## src/hdl/sgr_pkg.sv

```systemverilog
package sgr_pkg;

	localparam int COORD_BITS_DEF = 16;
	localparam int GAP_DOTS_DEF   = 1;

	localparam int CODE_BITS   = 8;
	localparam int SCALE_BITS  = 6;
	localparam int FONT_COLS   = 5;
	localparam int FONT_ROWS   = 7;
	localparam int GLYPH_DOTS  = FONT_COLS * FONT_ROWS;
	localparam int GLYPH_BITS  = 6;
	localparam int ROW_BITS    = 3;
	localparam int APB_DATA    = 32;
	localparam int APB_ADDR    = 4;
	localparam int REG_SEL_LSB = 2;

	localparam logic [SCALE_BITS-1:0] SCALE_RESET = SCALE_BITS'(1);

	// Register indexes, at byte address 4 * index.
	localparam logic [1:0] REG_ORIGIN_X    = 2'd0;
	localparam logic [1:0] REG_ORIGIN_Y    = 2'd1;
	localparam logic [1:0] REG_GLYPH_SCALE = 2'd2;

	localparam logic [CODE_BITS-1:0] CHR_DIGIT_0 = 8'h30;
	localparam logic [CODE_BITS-1:0] CHR_DIGIT_9 = 8'h39;
	localparam logic [CODE_BITS-1:0] CHR_UPPER_A = 8'h41;
	localparam logic [CODE_BITS-1:0] CHR_UPPER_Z = 8'h5A;
	localparam logic [CODE_BITS-1:0] CHR_LOWER_A = 8'h61;
	localparam logic [CODE_BITS-1:0] CHR_LOWER_Z = 8'h7A;
	localparam logic [GLYPH_BITS-1:0] LETTER_BASE = 6'd10;

	typedef enum logic {
		ST_IDLE,
		ST_SCAN
	} sgr_state_t;

	typedef struct packed {
		logic                  hit;
		logic [GLYPH_BITS-1:0] idx;
	} sgr_glyph_sel_t;

	// Maps a character byte to its font entry; lower case folds onto upper case.
	function automatic sgr_glyph_sel_t glyph_select(input logic [CODE_BITS-1:0] code);
		sgr_glyph_sel_t sel;
		logic [CODE_BITS-1:0] diff;
		sel  = '0;
		diff = '0;
		if (code >= CHR_DIGIT_0 && code <= CHR_DIGIT_9) begin
			diff    = code - CHR_DIGIT_0;
			sel.hit = 1'b1;
			sel.idx = diff[GLYPH_BITS-1:0];
		end else if (code >= CHR_UPPER_A && code <= CHR_UPPER_Z) begin
			diff    = code - CHR_UPPER_A;
			sel.hit = 1'b1;
			sel.idx = diff[GLYPH_BITS-1:0] + LETTER_BASE;
		end else if (code >= CHR_LOWER_A && code <= CHR_LOWER_Z) begin
			diff    = code - CHR_LOWER_A;
			sel.hit = 1'b1;
			sel.idx = diff[GLYPH_BITS-1:0] + LETTER_BASE;
		end
		return sel;
	endfunction

	// Font contents: bit (col * 7 + row) is the dot at that column and row,
	// so the word reads in scan order from bit 0 upward.
	function automatic logic [GLYPH_DOTS-1:0] font_glyph(input logic [GLYPH_BITS-1:0] idx);
		logic [GLYPH_DOTS-1:0] g;
		unique case (idx)
			6'd0:    g = {7'h3E, 7'h45, 7'h49, 7'h51, 7'h3E};
			6'd1:    g = {7'h00, 7'h40, 7'h7F, 7'h42, 7'h00};
			6'd2:    g = {7'h46, 7'h49, 7'h51, 7'h61, 7'h42};
			6'd3:    g = {7'h31, 7'h4B, 7'h45, 7'h41, 7'h21};
			6'd4:    g = {7'h10, 7'h7F, 7'h12, 7'h14, 7'h18};
			6'd5:    g = {7'h39, 7'h45, 7'h45, 7'h45, 7'h27};
			6'd6:    g = {7'h30, 7'h49, 7'h49, 7'h4A, 7'h3C};
			6'd7:    g = {7'h03, 7'h05, 7'h09, 7'h71, 7'h01};
			6'd8:    g = {7'h36, 7'h49, 7'h49, 7'h49, 7'h36};
			6'd9:    g = {7'h1E, 7'h29, 7'h49, 7'h49, 7'h06};
			6'd10:   g = {7'h7E, 7'h11, 7'h11, 7'h11, 7'h7E};
			6'd11:   g = {7'h36, 7'h49, 7'h49, 7'h49, 7'h7F};
			6'd12:   g = {7'h22, 7'h41, 7'h41, 7'h41, 7'h3E};
			6'd13:   g = {7'h1C, 7'h22, 7'h41, 7'h41, 7'h7F};
			6'd14:   g = {7'h41, 7'h49, 7'h49, 7'h49, 7'h7F};
			6'd15:   g = {7'h01, 7'h01, 7'h09, 7'h09, 7'h7F};
			6'd16:   g = {7'h32, 7'h51, 7'h41, 7'h41, 7'h3E};
			6'd17:   g = {7'h7F, 7'h08, 7'h08, 7'h08, 7'h7F};
			6'd18:   g = {7'h00, 7'h41, 7'h7F, 7'h41, 7'h00};
			6'd19:   g = {7'h01, 7'h3F, 7'h41, 7'h40, 7'h20};
			6'd20:   g = {7'h41, 7'h22, 7'h14, 7'h08, 7'h7F};
			6'd21:   g = {7'h40, 7'h40, 7'h40, 7'h40, 7'h7F};
			6'd22:   g = {7'h7F, 7'h02, 7'h04, 7'h02, 7'h7F};
			6'd23:   g = {7'h7F, 7'h10, 7'h08, 7'h04, 7'h7F};
			6'd24:   g = {7'h3E, 7'h41, 7'h41, 7'h41, 7'h3E};
			6'd25:   g = {7'h06, 7'h09, 7'h09, 7'h09, 7'h7F};
			6'd26:   g = {7'h5E, 7'h21, 7'h51, 7'h41, 7'h3E};
			6'd27:   g = {7'h46, 7'h29, 7'h19, 7'h09, 7'h7F};
			6'd28:   g = {7'h31, 7'h49, 7'h49, 7'h49, 7'h46};
			6'd29:   g = {7'h01, 7'h01, 7'h7F, 7'h01, 7'h01};
			6'd30:   g = {7'h3F, 7'h40, 7'h40, 7'h40, 7'h3F};
			6'd31:   g = {7'h1F, 7'h20, 7'h40, 7'h20, 7'h1F};
			6'd32:   g = {7'h7F, 7'h20, 7'h18, 7'h20, 7'h7F};
			6'd33:   g = {7'h63, 7'h14, 7'h08, 7'h14, 7'h63};
			6'd34:   g = {7'h03, 7'h04, 7'h78, 7'h04, 7'h03};
			6'd35:   g = {7'h43, 7'h45, 7'h49, 7'h51, 7'h61};
			default: g = '0;
		endcase
		return g;
	endfunction

endpackage

```

## src/hdl/sgr_char_if.sv

```systemverilog
interface sgr_char_if;
	logic                           valid;
	logic                           ready;
	logic [sgr_pkg::CODE_BITS-1:0]  char_code;
	logic                           first_of_text;

	modport source (output valid, output char_code, output first_of_text, input ready);
	modport sink   (input valid, input char_code, input first_of_text, output ready);
endinterface

```

## src/hdl/sgr_rect_if.sv

```systemverilog
interface sgr_rect_if #(
	parameter int COORD_BITS = sgr_pkg::COORD_BITS_DEF
);
	logic                            valid;
	logic                            ready;
	logic signed [COORD_BITS-1:0]    rect_x;
	logic signed [COORD_BITS-1:0]    rect_y;
	logic [sgr_pkg::SCALE_BITS-1:0]  rect_side;
	logic                            last_of_glyph;

	modport source (output valid, output rect_x, output rect_y, output rect_side,
		output last_of_glyph, input ready);
	modport sink   (input valid, input rect_x, input rect_y, input rect_side,
		input last_of_glyph, output ready);
endinterface

```

## src/hdl/scaled_glyph_rectangle_generator.sv

```systemverilog
// Turns text into black square fill commands from a 5x7 dot font.
// char_in takes one character per transaction: char_code, and first_of_text,
// which puts the horizontal cursor back to origin_x before that character.
// Digits and letters (either case) are drawn; every other byte is blank.
// rect_out gives one transaction per set dot of the glyph, in column order and
// top to bottom within a column, with last_of_glyph on the final one.
// When a drawn character is taken, its glyph word comes out of the registered
// font ROM, and then the dots are scanned one per cycle while the output is not
// stalled, up to the last set dot. Each command passes through the output
// register, and the next character is taken only once the scan is done.
// A blank character, or any character while glyph_scale is zero, draws nothing
// and only moves the cursor by (5 + GAP_DOTS) * glyph_scale.
// When the receiver stalls, the output register holds its command and the
// scan waits on the next set dot. Reset clears the cursor and the output,
// and sets origin_x = origin_y = 0 and glyph_scale = 1.
// Registers on the APB port: origin_x at 0x0, origin_y at 0x4, glyph_scale at 0x8.
module scaled_glyph_rectangle_generator #(
	parameter int COORD_BITS = sgr_pkg::COORD_BITS_DEF,
	parameter int GAP_DOTS   = sgr_pkg::GAP_DOTS_DEF
) (
	input  logic                           clk,
	input  logic                           arst_n,
	sgr_char_if.sink                       char_in,
	sgr_rect_if.source                     rect_out,
	input  logic                           psel,
	input  logic                           penable,
	input  logic                           pwrite,
	input  logic [sgr_pkg::APB_ADDR-1:0]   paddr,
	input  logic [sgr_pkg::APB_DATA-1:0]   pwdata,
	output logic [sgr_pkg::APB_DATA-1:0]   prdata,
	output logic                           pready
);
	import sgr_pkg::*;

	// Two spare bits hold any sum before saturation.
	localparam int W        = COORD_BITS + 2;
	localparam int ADV_DOTS = FONT_COLS + GAP_DOTS;
	localparam logic signed [W-1:0] SAT_HI = {3'b000, {(COORD_BITS - 1){1'b1}}};
	localparam logic signed [W-1:0] SAT_LO = ~SAT_HI;
	localparam logic [ROW_BITS-1:0] LAST_ROW = ROW_BITS'(FONT_ROWS - 1);

	function automatic logic signed [COORD_BITS-1:0] sat_coord(input logic signed [W-1:0] v);
		logic signed [W-1:0] r;
		if (v > SAT_HI) begin
			r = SAT_HI;
		end else if (v < SAT_LO) begin
			r = SAT_LO;
		end else begin
			r = v;
		end
		return r[COORD_BITS-1:0];
	endfunction

	logic signed [COORD_BITS-1:0] origin_x_q;
	logic signed [COORD_BITS-1:0] origin_y_q;
	logic [SCALE_BITS-1:0]        scale_q;
	logic signed [COORD_BITS-1:0] cursor_q;

	sgr_state_t state_q, state_d;

	logic [GLYPH_DOTS-1:0]  dots_q;
	logic [ROW_BITS-1:0]    row_q;
	logic signed [W-1:0]    x_q;
	logic signed [W-1:0]    y_q;

	logic                         out_valid_q;
	logic signed [COORD_BITS-1:0] out_x_q;
	logic signed [COORD_BITS-1:0] out_y_q;
	logic [SCALE_BITS-1:0]        out_side_q;
	logic                         out_last_q;

	sgr_glyph_sel_t         sel;
	logic                   in_fire;
	logic                   drawable;
	logic                   cfg_write;
	logic [1:0]             reg_sel;
	logic signed [COORD_BITS-1:0] base_x;
	logic signed [W-1:0]    scale_w;
	logic signed [W-1:0]    adv_w;
	logic                   dot;
	logic                   is_last;
	logic                   out_free;
	logic                   step;
	logic                   emit;

	// ---------------------------------------------------------------- config
	assign pready    = 1'b1;
	assign reg_sel   = paddr[REG_SEL_LSB +: 2];
	assign cfg_write = psel && penable && pwrite;

	always_ff @(posedge clk or negedge arst_n) begin
		if (!arst_n) begin
			origin_x_q <= '0;
			origin_y_q <= '0;
			scale_q    <= SCALE_RESET;
		end else if (cfg_write) begin
			unique case (reg_sel)
				REG_ORIGIN_X:    origin_x_q <= pwdata[COORD_BITS-1:0];
				REG_ORIGIN_Y:    origin_y_q <= pwdata[COORD_BITS-1:0];
				REG_GLYPH_SCALE: scale_q    <= pwdata[SCALE_BITS-1:0];
				default:         ;
			endcase
		end
	end

	always_comb begin
		unique case (reg_sel)
			REG_ORIGIN_X:    prdata = APB_DATA'(origin_x_q);
			REG_ORIGIN_Y:    prdata = APB_DATA'(origin_y_q);
			REG_GLYPH_SCALE: prdata = APB_DATA'(scale_q);
			default:         prdata = '0;
		endcase
	end

	// ---------------------------------------------------------------- input
	assign sel      = glyph_select(char_in.char_code);
	assign in_fire  = char_in.valid && char_in.ready;
	assign drawable = sel.hit && (scale_q != '0);
	assign base_x   = char_in.first_of_text ? origin_x_q : cursor_q;
	assign scale_w  = W'(scale_q);
	assign adv_w    = W'(ADV_DOTS * 32'(scale_q));

	// ---------------------------------------------------------------- scan
	// The glyph word shifts right one dot per step; the dot is the last one
	// once nothing is left above it.
	assign dot      = dots_q[0];
	assign is_last  = (dots_q[GLYPH_DOTS-1:1] == '0);
	assign out_free = !out_valid_q || rect_out.ready;
	assign step     = (state_q == ST_SCAN) && (!dot || out_free);
	assign emit     = (state_q == ST_SCAN) && dot && out_free;

	always_comb begin
		state_d = state_q;
		unique case (state_q)
			ST_IDLE: if (in_fire && drawable) state_d = ST_SCAN;
			ST_SCAN: if (step && is_last) state_d = ST_IDLE;
			default: state_d = ST_IDLE;
		endcase
	end

	always_comb begin
		unique case (state_q)
			ST_IDLE: char_in.ready = 1'b1;
			ST_SCAN: char_in.ready = 1'b0;
			default: char_in.ready = 1'b0;
		endcase
	end

	always_ff @(posedge clk or negedge arst_n) begin
		if (!arst_n) begin
			state_q  <= ST_IDLE;
			cursor_q <= '0;
		end else begin
			state_q <= state_d;
			if (in_fire) begin
				cursor_q <= sat_coord(W'(base_x) + adv_w);
			end
		end
	end

	// Font ROM with a registered read, plus the running dot coordinates.
	always_ff @(posedge clk) begin
		if (in_fire) begin
			dots_q <= font_glyph(sel.idx);
			row_q  <= '0;
			x_q    <= W'(base_x);
			y_q    <= W'(origin_y_q);
		end else if (step) begin
			dots_q <= dots_q >> 1;
			if (row_q == LAST_ROW) begin
				row_q <= '0;
				y_q   <= W'(origin_y_q);
				x_q   <= x_q + scale_w;
			end else begin
				row_q <= row_q + ROW_BITS'(1);
				y_q   <= y_q + scale_w;
			end
		end
	end

	// ---------------------------------------------------------------- output
	always_ff @(posedge clk or negedge arst_n) begin
		if (!arst_n) begin
			out_valid_q <= 1'b0;
		end else if (emit) begin
			out_valid_q <= 1'b1;
		end else if (rect_out.ready) begin
			out_valid_q <= 1'b0;
		end
	end

	always_ff @(posedge clk) begin
		if (emit) begin
			out_x_q    <= sat_coord(x_q);
			out_y_q    <= sat_coord(y_q);
			out_side_q <= scale_q;
			out_last_q <= is_last;
		end
	end

	assign rect_out.valid         = out_valid_q;
	assign rect_out.rect_x        = out_x_q;
	assign rect_out.rect_y        = out_y_q;
	assign rect_out.rect_side     = out_side_q;
	assign rect_out.last_of_glyph = out_last_q;

endmodule

```

## src/flat_wrapper.sv

```systemverilog
// flat-port wrapper written by rule: the top's interface ports become plain ports
module scaled_glyph_rectangle_generator_flat import sgr_pkg::*;
#(
	parameter int COORD_BITS = sgr_pkg::COORD_BITS_DEF,
	parameter int GAP_DOTS   = sgr_pkg::GAP_DOTS_DEF
)
  (clk, arst_n, psel, penable, pwrite, paddr, pwdata, prdata, pready, char_in_valid, char_in_char_code, char_in_first_of_text, char_in_ready, rect_out_valid, rect_out_rect_x, rect_out_rect_y, rect_out_rect_side, rect_out_last_of_glyph, rect_out_ready);
  sgr_char_if char_in_i ();
  sgr_rect_if #(.COORD_BITS(COORD_BITS)) rect_out_i ();
  input  logic clk;
  input  logic arst_n;
  input  logic psel;
  input  logic penable;
  input  logic pwrite;
  input  logic [sgr_pkg::APB_ADDR-1:0] paddr;
  input  logic [sgr_pkg::APB_DATA-1:0] pwdata;
  output logic [sgr_pkg::APB_DATA-1:0] prdata;
  output logic pready;
  input wire logic [$bits(char_in_i.valid)-1:0] char_in_valid;
  input wire logic [$bits(char_in_i.char_code)-1:0] char_in_char_code;
  input wire logic [$bits(char_in_i.first_of_text)-1:0] char_in_first_of_text;
  output wire logic [$bits(char_in_i.ready)-1:0] char_in_ready;
  output wire logic [$bits(rect_out_i.valid)-1:0] rect_out_valid;
  output wire logic [$bits(rect_out_i.rect_x)-1:0] rect_out_rect_x;
  output wire logic [$bits(rect_out_i.rect_y)-1:0] rect_out_rect_y;
  output wire logic [$bits(rect_out_i.rect_side)-1:0] rect_out_rect_side;
  output wire logic [$bits(rect_out_i.last_of_glyph)-1:0] rect_out_last_of_glyph;
  input wire logic [$bits(rect_out_i.ready)-1:0] rect_out_ready;
  assign char_in_i.valid = char_in_valid;
  assign char_in_i.char_code = char_in_char_code;
  assign char_in_i.first_of_text = char_in_first_of_text;
  assign char_in_ready = char_in_i.ready;
  assign rect_out_valid = rect_out_i.valid;
  assign rect_out_rect_x = rect_out_i.rect_x;
  assign rect_out_rect_y = rect_out_i.rect_y;
  assign rect_out_rect_side = rect_out_i.rect_side;
  assign rect_out_last_of_glyph = rect_out_i.last_of_glyph;
  assign rect_out_i.ready = rect_out_ready;
  scaled_glyph_rectangle_generator #(.COORD_BITS(COORD_BITS), .GAP_DOTS(GAP_DOTS)) u_core (.clk(clk), .arst_n(arst_n), .char_in(char_in_i), .rect_out(rect_out_i), .psel(psel), .penable(penable), .pwrite(pwrite), .paddr(paddr), .pwdata(pwdata), .prdata(prdata), .pready(pready));
endmodule
```

## config.mk

```make
export PLATFORM = sky130hd
export DESIGN_NAME = scaled_glyph_rectangle_generator_flat
export DESIGN_NICKNAME = d
export VERILOG_FILES = /design/src/hdl/sgr_pkg.sv /design/src/hdl/sgr_char_if.sv /design/src/hdl/sgr_rect_if.sv /design/src/hdl/scaled_glyph_rectangle_generator.sv /design/src/flat_wrapper.sv
export SDC_FILE = /design/constraint.sdc
export NUM_CORES = 1
export LEC_CHECK = 0
export BUFFER_PORTS_ARGS = -buffer_cell sky130_fd_sc_hd__buf_4
export CAP_MARGIN = 10
export CORE_ASPECT_RATIO = 1.25
export CORE_MARGIN = 5
export CORE_UTILIZATION = 55
export CTS_CLUSTER_DIAMETER = 50
export DETAILED_ROUTE_END_ITERATION = 6
export PLACE_DENSITY_LB_ADDON = 0.15
export SYNTH_ARGS = -nofsm -noshare
export SYNTH_HDL_FRONTEND = slang
export SYNTH_SLANG_ARGS = --single-unit
```

## constraint.sdc

```tcl
create_clock -name clk -period 5.54 [get_ports clk]
set_clock_uncertainty 0.1 [all_clocks]
set_input_delay 0.831 -clock clk [delete_from_list [all_inputs] [get_ports clk]]
set_output_delay 0.831 -clock clk [all_outputs]
set_load 0.05 [all_outputs]
```

# After elaboration in Yosys (flattened, before gate mapping)
# Memories as Yosys holds them, arrays and structs flattened.
# Index checks and enable logic that the tools add are counted.
# W data, S select, Z words.
dict set report word_totals {
  regBits 169
  rom_bits 2240
  inputBits 52
  out_inout_bits 74
  word_cells 91
  mem_count 1
}
dict set report classes {
  n_addsub 9
  n_mul 1
  magnitude_cmp 12
  n_eq_ne 3
  muxes 24
  bitwise 1
  n_reduce_logical 26
}
# memory words width rd rd_ports_with_merged_regs write_ports line_no
set mem_list {}
lappend mem_list {{(name not given)} 64 35 1 0 0 sgr_pkg.sv:68} ;# unique case (idx)
# operator count
set ops {}
lappend ops {{$mux W18} 6}
lappend ops {{$pmux W32 S3} 1}
lappend ops {{$mux W16} 5}
lappend ops {{$mux W35} 2}
lappend ops {{$add A18 B7 Y18} 2}
lappend ops {{$gt A18 B16 Y1 const B} 2}
lappend ops {{$lt A18 B16 Y1 const B} 2}
lappend ops {{$logic_not A34 Y1} 1}
lappend ops {{$mux W7} 3}
lappend ops {{$add A16 B10 Y17} 1}
lappend ops {{$gt A17 B16 Y1 const B} 1}
lappend ops {{$lt A17 B16 Y1 const B} 1}
lappend ops {{$ge A8 B7 Y1 const B} 2}
lappend ops {{$le A8 B7 Y1 const B} 2}
lappend ops {{$add A6 B4 Y6 const B} 2}
lappend ops {{$logic_and A1 B1 Y1} 12}
lappend ops {{$sub A6 B6 Y6 const B} 2}
lappend ops {{$ge A8 B6 Y1 const B} 1}
lappend ops {{$le A8 B6 Y1 const B} 1}
lappend ops {{$mul A2 B6 Y8 const A} 1}
lappend ops {{$reduce_and A2 Y1} 4}
lappend ops {{$reduce_bool A2 Y1} 3}
lappend ops {{$reduce_bool A6 Y1} 1}
lappend ops {{$sub A6 B1 Y6 const B} 1}
lappend ops {{11 further kinds} 17}

# Longest topological paths before layout
dict set report logic_depth {
  ltp_word 9
  ltp_mapped 16
  ltp_nobuf 14
}

# Least setup slack after synthesis
# No wires, ideal clock.
dict set report synth_path {
  kind {input port to flip-flop}
  startpoint {input port char_in_first_of_text}
  endpoint {register u_core.cursor_q[4]}
  setup_time_ns 0.134
  t_arrival_ns 4.310
  required_ns 5.306
  path_slack_ns 0.996
  cell_stages 14
  cell_sequence {clkbuf_1 -> clkbuf_1 -> buf_1 -> mux2i_1 -> inv_1 -> ha_1 -> a21o_1 -> a21o_1 -> a2111oi_0 -> o31a_1 -> o311ai_0 -> clkbuf_1 -> a31oi_1 -> o21ai_0}
}
dict set report synth_via {
  elab_chain_cells 5
}
# element line_no
set synth_rtl {}
lappend synth_rtl {{start: declaration} flat_wrapper.sv:21} ;# input wire logic [$bits(char_in_i.first_of_text)-1:0] char_in_first_of_text;
lappend synth_rtl {{$mux W16 *} scaled_glyph_rectangle_generator.sv:119} ;# assign base_x = char_in.first_of_text ? origin_x_q : cursor_q;
lappend synth_rtl {{$add A16 B10 Y17 *} scaled_glyph_rectangle_generator.sv:156} ;# cursor_q <= sat_coord(W'(base_x) + adv_w);
lappend synth_rtl {{$lt A17 B16 Y1} scaled_glyph_rectangle_generator.sv:46} ;# end else if (v < SAT_LO) begin
lappend synth_rtl {{$mux W16} scaled_glyph_rectangle_generator.sv:46}
lappend synth_rtl {{$mux W16 *} scaled_glyph_rectangle_generator.sv:44} ;# if (v > SAT_HI) begin
lappend synth_rtl {{end signal: assignment} scaled_glyph_rectangle_generator.sv:156}
lappend synth_rtl {{end: declaration} scaled_glyph_rectangle_generator.sv:57} ;# logic signed [COORD_BITS-1:0] cursor_q;
# Mark *: on every way between the ends. The rest lies on a longest branch, timed or not.
# A chain may end at the register's enable or synchronous reset.

# Worst setup path in the final report
dict set report layout_path {
  startpoint {input port char_in_char_code[0]}
  endpoint {register u_core.dots_q[18], data pin}
}
dict set report layout_via {
  elab_chain_cells 7
}
# element line_no
set layout_rtl {}
lappend layout_rtl {{start: declaration} flat_wrapper.sv:20} ;# input wire logic [$bits(char_in_i.char_code)-1:0] char_in_char_code;
lappend layout_rtl {{$sub A6 B6 Y6, or another cell as far along} sgr_pkg.sv:57} ;# diff = code - CHR_LOWER_A;
lappend layout_rtl {{$add A6 B4 Y6 / $logic_and A1 B1 Y1 (equally long branches)} {sgr_pkg.sv:59, sgr_pkg.sv:56}}
lappend layout_rtl {{$mux W7} sgr_pkg.sv:56} ;# end else if (code >= CHR_LOWER_A && code <= CHR_LOWER_Z) begin
lappend layout_rtl {{$mux W7} sgr_pkg.sv:52} ;# end else if (code >= CHR_UPPER_A && code <= CHR_UPPER_Z) begin
lappend layout_rtl {{$mux W7 *} sgr_pkg.sv:48} ;# if (code >= CHR_DIGIT_0 && code <= CHR_DIGIT_9) begin
lappend layout_rtl {{$mem_v2 Z64 W35 *} --}
lappend layout_rtl {{$mux W35 *} scaled_glyph_rectangle_generator.sv:163} ;# if (in_fire) begin
lappend layout_rtl {{end signal: assignment} scaled_glyph_rectangle_generator.sv:164} ;# dots_q <= font_glyph(sel.idx);
lappend layout_rtl {{end signal: assignment} scaled_glyph_rectangle_generator.sv:169} ;# dots_q <= dots_q >> 1;
lappend layout_rtl {{end: declaration} scaled_glyph_rectangle_generator.sv:61} ;# logic [GLYPH_DOTS-1:0] dots_q;
# Marked as above.

==> impl_metrics.py <==
metrics = {
    "cells_and_area": {
        "drive_above_1_share_pct": 18.2,
        "stdcell_area_um2": 13000,
        "fill_cells": 1842,
        "antennaDiodeCount": 0,
        "design.final.nets": 1406,
        "area_delta_synth_final_pct": 13.4,
    },
    "global_routing": {
        "overflow": 0,
        "first_pass_grt_wire_length_um": 52500,
        "grt_util_overall_pct": 28.1,
        "number_of_antenna_violations_at_the_first_check_in_global_routing": 0,
        "grt_pass1_vias": 9592,
        "pin_count_of_the_biggest_net_entering_global_routing": 74,
    },
    "sta": {
        "timing_hold_violations_final": 0,
        "hold-worst-slack_ns": 0.352,
        "final-setup-viol-count": 0,
        "timing.final.crit_period_ns": 4.30,
        "achievable-frequency_ghz": 0.233,
        "worst_slew_pin_slew_ns": 1.16,
        "min_period_over_period_pct": 77.5,
        "slew_headroom_pct": 22.9,
        "rsz_0062_raised_after_global_routing": "false",
        "final-max-slew-violation-count": 0,
        "tns_ns": 0,
    },
    "floorplan": {
        "fp.dieArea_um2": 23900,
        "pin_count": 126,
        "die_w_um": 139,
        "dieHeight_um": 171,
        "num_rows": 59,
        "initial_core_util_pct": 55.5,
        "coreArea_um2": 20700,
    },
    "power": {
        "internal_power_mw": 4.00,
        "p_per_area_nw_per_um2": 546,
        "static-leakage-power_nw": 5.25,
        "p_clk_share_pct": 17.3,
        "finalPower_mw": 7.11,
        "max-vdd-ir-drop_mv": 0.357,
        "flop_pwr_share_pct": 37.3,
        "switching_power_mw": 3.11,
        "switching_share_pct": 43.7,
        "comb_power_share_pct": 45.4,
    },
    "setup_path": {
        "reg2reg_setup_slack_ns": 1.28,
        "critPathBufInv": 4,
        "path_delay_family": "compound AO/OA/AOI/OAI gates",
        "worst_r2r_startpoint": "u_core.scale_q[2]$_DFFE_PN0P_",
        "worst-endpoint-required_ns": 5.61,
        "regToRegEndpoint": "u_core.cursor_q[0]$_DFFE_PN0P_",
        "cp_cell_sequence": "buf_4 > inv_1 > ha_1 > nor4b_4 > nor3b_1 > a211oi_1 > o31a_2 > clkinv_1 > buf_4 > ha_1 > o21ai_0 > nor2_1 > or4_1",
        "critPathCaptureType": "flip-flop",
        "crit_arrival_ns": 4.37,
        "start_kind": "primary input",
        "cpPeakStageDelay_ns": 0.49,
        "path_class": "in2reg",
        "worst_path_slowest_cell": "sky130_fd_sc_hd__a211oi_1",
        "reg2reg_depth": 15,
        "critPathMaxFanout": 14,
    },
    "cts": {
        "clock_tree_from_tritoncts": "built",
        "cts_max_level": 4,
        "postCtsSetupRepairBufs": 0,
        "ctsHoldBuffers": 0,
        "cts.path.max_buffers": 2,
        "cts-root-buf": "sky130_fd_sc_hd__clkbuf_16",
        "cts.sinks": 169,
        "clk-insertion-delay-late_ns": 0.43,
        "numCtsBuffers": 17,
        "postCtsResizedCells": 0,
        "clk_pin_slew_worst_paths_ns": 0.07,
    },
    "routing": {
        "detail_route.first_pass.iterations": 5,
        "route.detailed.wl_per_inst_um": 21.3,
        "drcViolationCount": 0,
        "ant_nets_after_route": 0,
        "dr_total_vias": 9821,
        "drt_wl_total_um": 33700,
        "drt_iter0_markers": 798,
        "routed_via_density": 6.20,
    },
    "run": {
        "drv.max_cap_violation_count": 0,
    },
    "placement": {
        "gp_routability_congestion": 0.991,
        "detailed_place_hpwl_um": 24400,
        "numPortBuffers": 106,
        "place_area_um2": 12400,
    },
    "synth": {
        "synth_enable_flop_cells": 110,
        "synthCells": 1240,
        "synth_area_leader": "sky130_fd_sc_hd__edfxtp_1",
        "yosys_warnings": 0,
        "synth_cell_types": 87,
        "synth_largest_type_area_fraction_pct": 28.8,
        "synthesis.area_um2": 11500,
        "synthesis.area_per_instance_um2": 9.25,
        "post_synth_most_frequent_cells": "sky130_fd_sc_hd__nor2_1 (168), sky130_fd_sc_hd__nand2_1 (128), sky130_fd_sc_hd__edfxtp_1 (110)",
        "synth.net_count": 1348,
        "synth.area.top_cells": "sky130_fd_sc_hd__edfxtp_1 (29%), sky130_fd_sc_hd__dfrtp_1 (12%), sky130_fd_sc_hd__ha_1 (5.7%), sky130_fd_sc_hd__nor2_1 (5.5%), sky130_fd_sc_hd__mux2_2 (4.9%)",
        "ys_ff_latch": 169,
        "synth_top_flop_cell": "sky130_fd_sc_hd__edfxtp_1",
        "post_synth_arst_share_pct": 33.1,
        "synth_most_common_cell": "sky130_fd_sc_hd__nor2_1",
        "synth_seq_area_share_pct": 41.5,
    },
    "worst_hold_path": {
        "holdCritPathClass": "in2async",
    },
    "outcome": {
        "outcome": "completed",
    },
}
==> power groups by stage <==
stage          registers [mW]  clock network [mW]  logic [mW]
3_5_place_dp             2.67                   0        3.21
6_report                 2.66                1.23        3.23
4_1_cts                  2.65                1.25        3.22
5_1_grt                  2.73                1.30        3.54
2_1_floorplan            2.90                   0        2.06
3_3_place_gp             2.65                   0        3.14
==> routing by layer <==
metal  GRT usage, %  up-vias  share of wire, %
met3           3.45      104               4.7
li1               -     4644                 -
met4           15.0        0               5.0
met1           32.8     4723                38
met2           50.7      350                52
met5              0        -                 0
==> cell type report <==
class | instances | area, um2 | area share (%)
well taps | 274 | 343 | 2.63
repair buffers | 132 | 1000 | 7.71
multi-input cells | 938 | 6150 | 47.3
flip-flops and latches | 169 | 4770 | 36.6
clock inverters | 14 | 161 | 1.24
inverters | 40 | 150 | 1.15
clock buffers | 18 | 439 | 3.37
==> registers in the layout, indices dropped and copies added (netlist names), 3 cells and up <==
register / flops
u_core.cursor_q: 16
u_core.dots_q: 35
u_core.origin_x_q: 16
u_core.origin_y_q: 16
u_core.rect_out.rect_side: 6
u_core.rect_out.rect_x: 16
u_core.rect_out.rect_y: 16
u_core.row_q: 3
u_core.scale_q: 6
u_core.x_q: 18
u_core.y_q: 18
==> layout by cell type (no fill, tap or decap), drive strengths merged, types with 6 or more instances in the layout <==
master,count
xnor2,33
a21boi,8
nand4,9
a21o,19
o21ai,72
a31oi,24
nor3b,7
nand2,129
mux2i,30
edfxtp,110
nor2,169
mux2,50
a22oi,6
and3,8
o211ai,15
xor2,11
inv,45
o21a,6
clkbuf,18
nor4,14
dfrtp,55
ha,52
nand2b,7
a21oi,94
nand3,26
a211oi,10
buf,132
nor2b,15
o22ai,7
nor3,17
==> worst max-delay path by stage <==
stage / startpoint / endpoint / slack (ns) / cells past startpoint
CTS: char_in_char_code[0] / u_core.dots_q[18]$_DFFE_PP_ / 1.33 / 13
global placement: char_in_char_code[0] / u_core.dots_q[18]$_DFFE_PP_ / 0.89 / 13
global route: u_core.scale_q[2]$_DFFE_PN0P_ / u_core.cursor_q[0]$_DFFE_PN0P_ / 1.08 / 15
floorplan: char_in_first_of_text / u_core.cursor_q[4]$_DFFE_PN0P_ / 1.0 / 14
detailed placement: char_in_char_code[0] / u_core.dots_q[18]$_DFFE_PP_ / 0.89 / 13
finish: char_in_char_code[0] / u_core.dots_q[18]$_DFFE_PP_ / 1.24 / 13
==> cells by family (layout without fill, tap and decap cells) <==
logic type | count (synthesis) | count (layout) | share of synthesized area, %
AOI/OAI and AO/OA | 332 | 332 | 19.1
xor gates and xnor gates | 44 | 44 | 3.36
adders and majority gates | 56 | 56 | 6.37
buffers and inverters | 133 | 204 | 5.19
DFF | 169 | 169 | 41.5
muxes | 80 | 80 | 7.52
other | 1 | 1 | 0.0327
and+or+nand+nor | 425 | 425 | 16.9
==> metrics by stage <==
step,cells,utilization (%),setup WS (ns)
2_1_floorplan,1240,-,0.996
3_3_place_gp,1552,60.0,0.894
3_5_place_dp,1552,60.0,0.890
4_1_cts,1584,62.9,1.33
5_1_grt,1585,63.0,1.08
6_report,1585,63.0,1.24
==> worst register-to-register path: cells and delay by family, from the launching register on <==
family / cells / cell delay [ns]
flip-flops: 1 / 0.61
adder cells (fa/ha/maj): 2 / 0.63
XOR/XNOR: 1 / 0.18
buffers and inverters: 1 / 0.21
AND/OR/NAND/NOR: 1 / 0.13
AO/OA/AOI/OAI: 10 / 2.26
No activity file was read; power rests on OpenSTA's default activity.
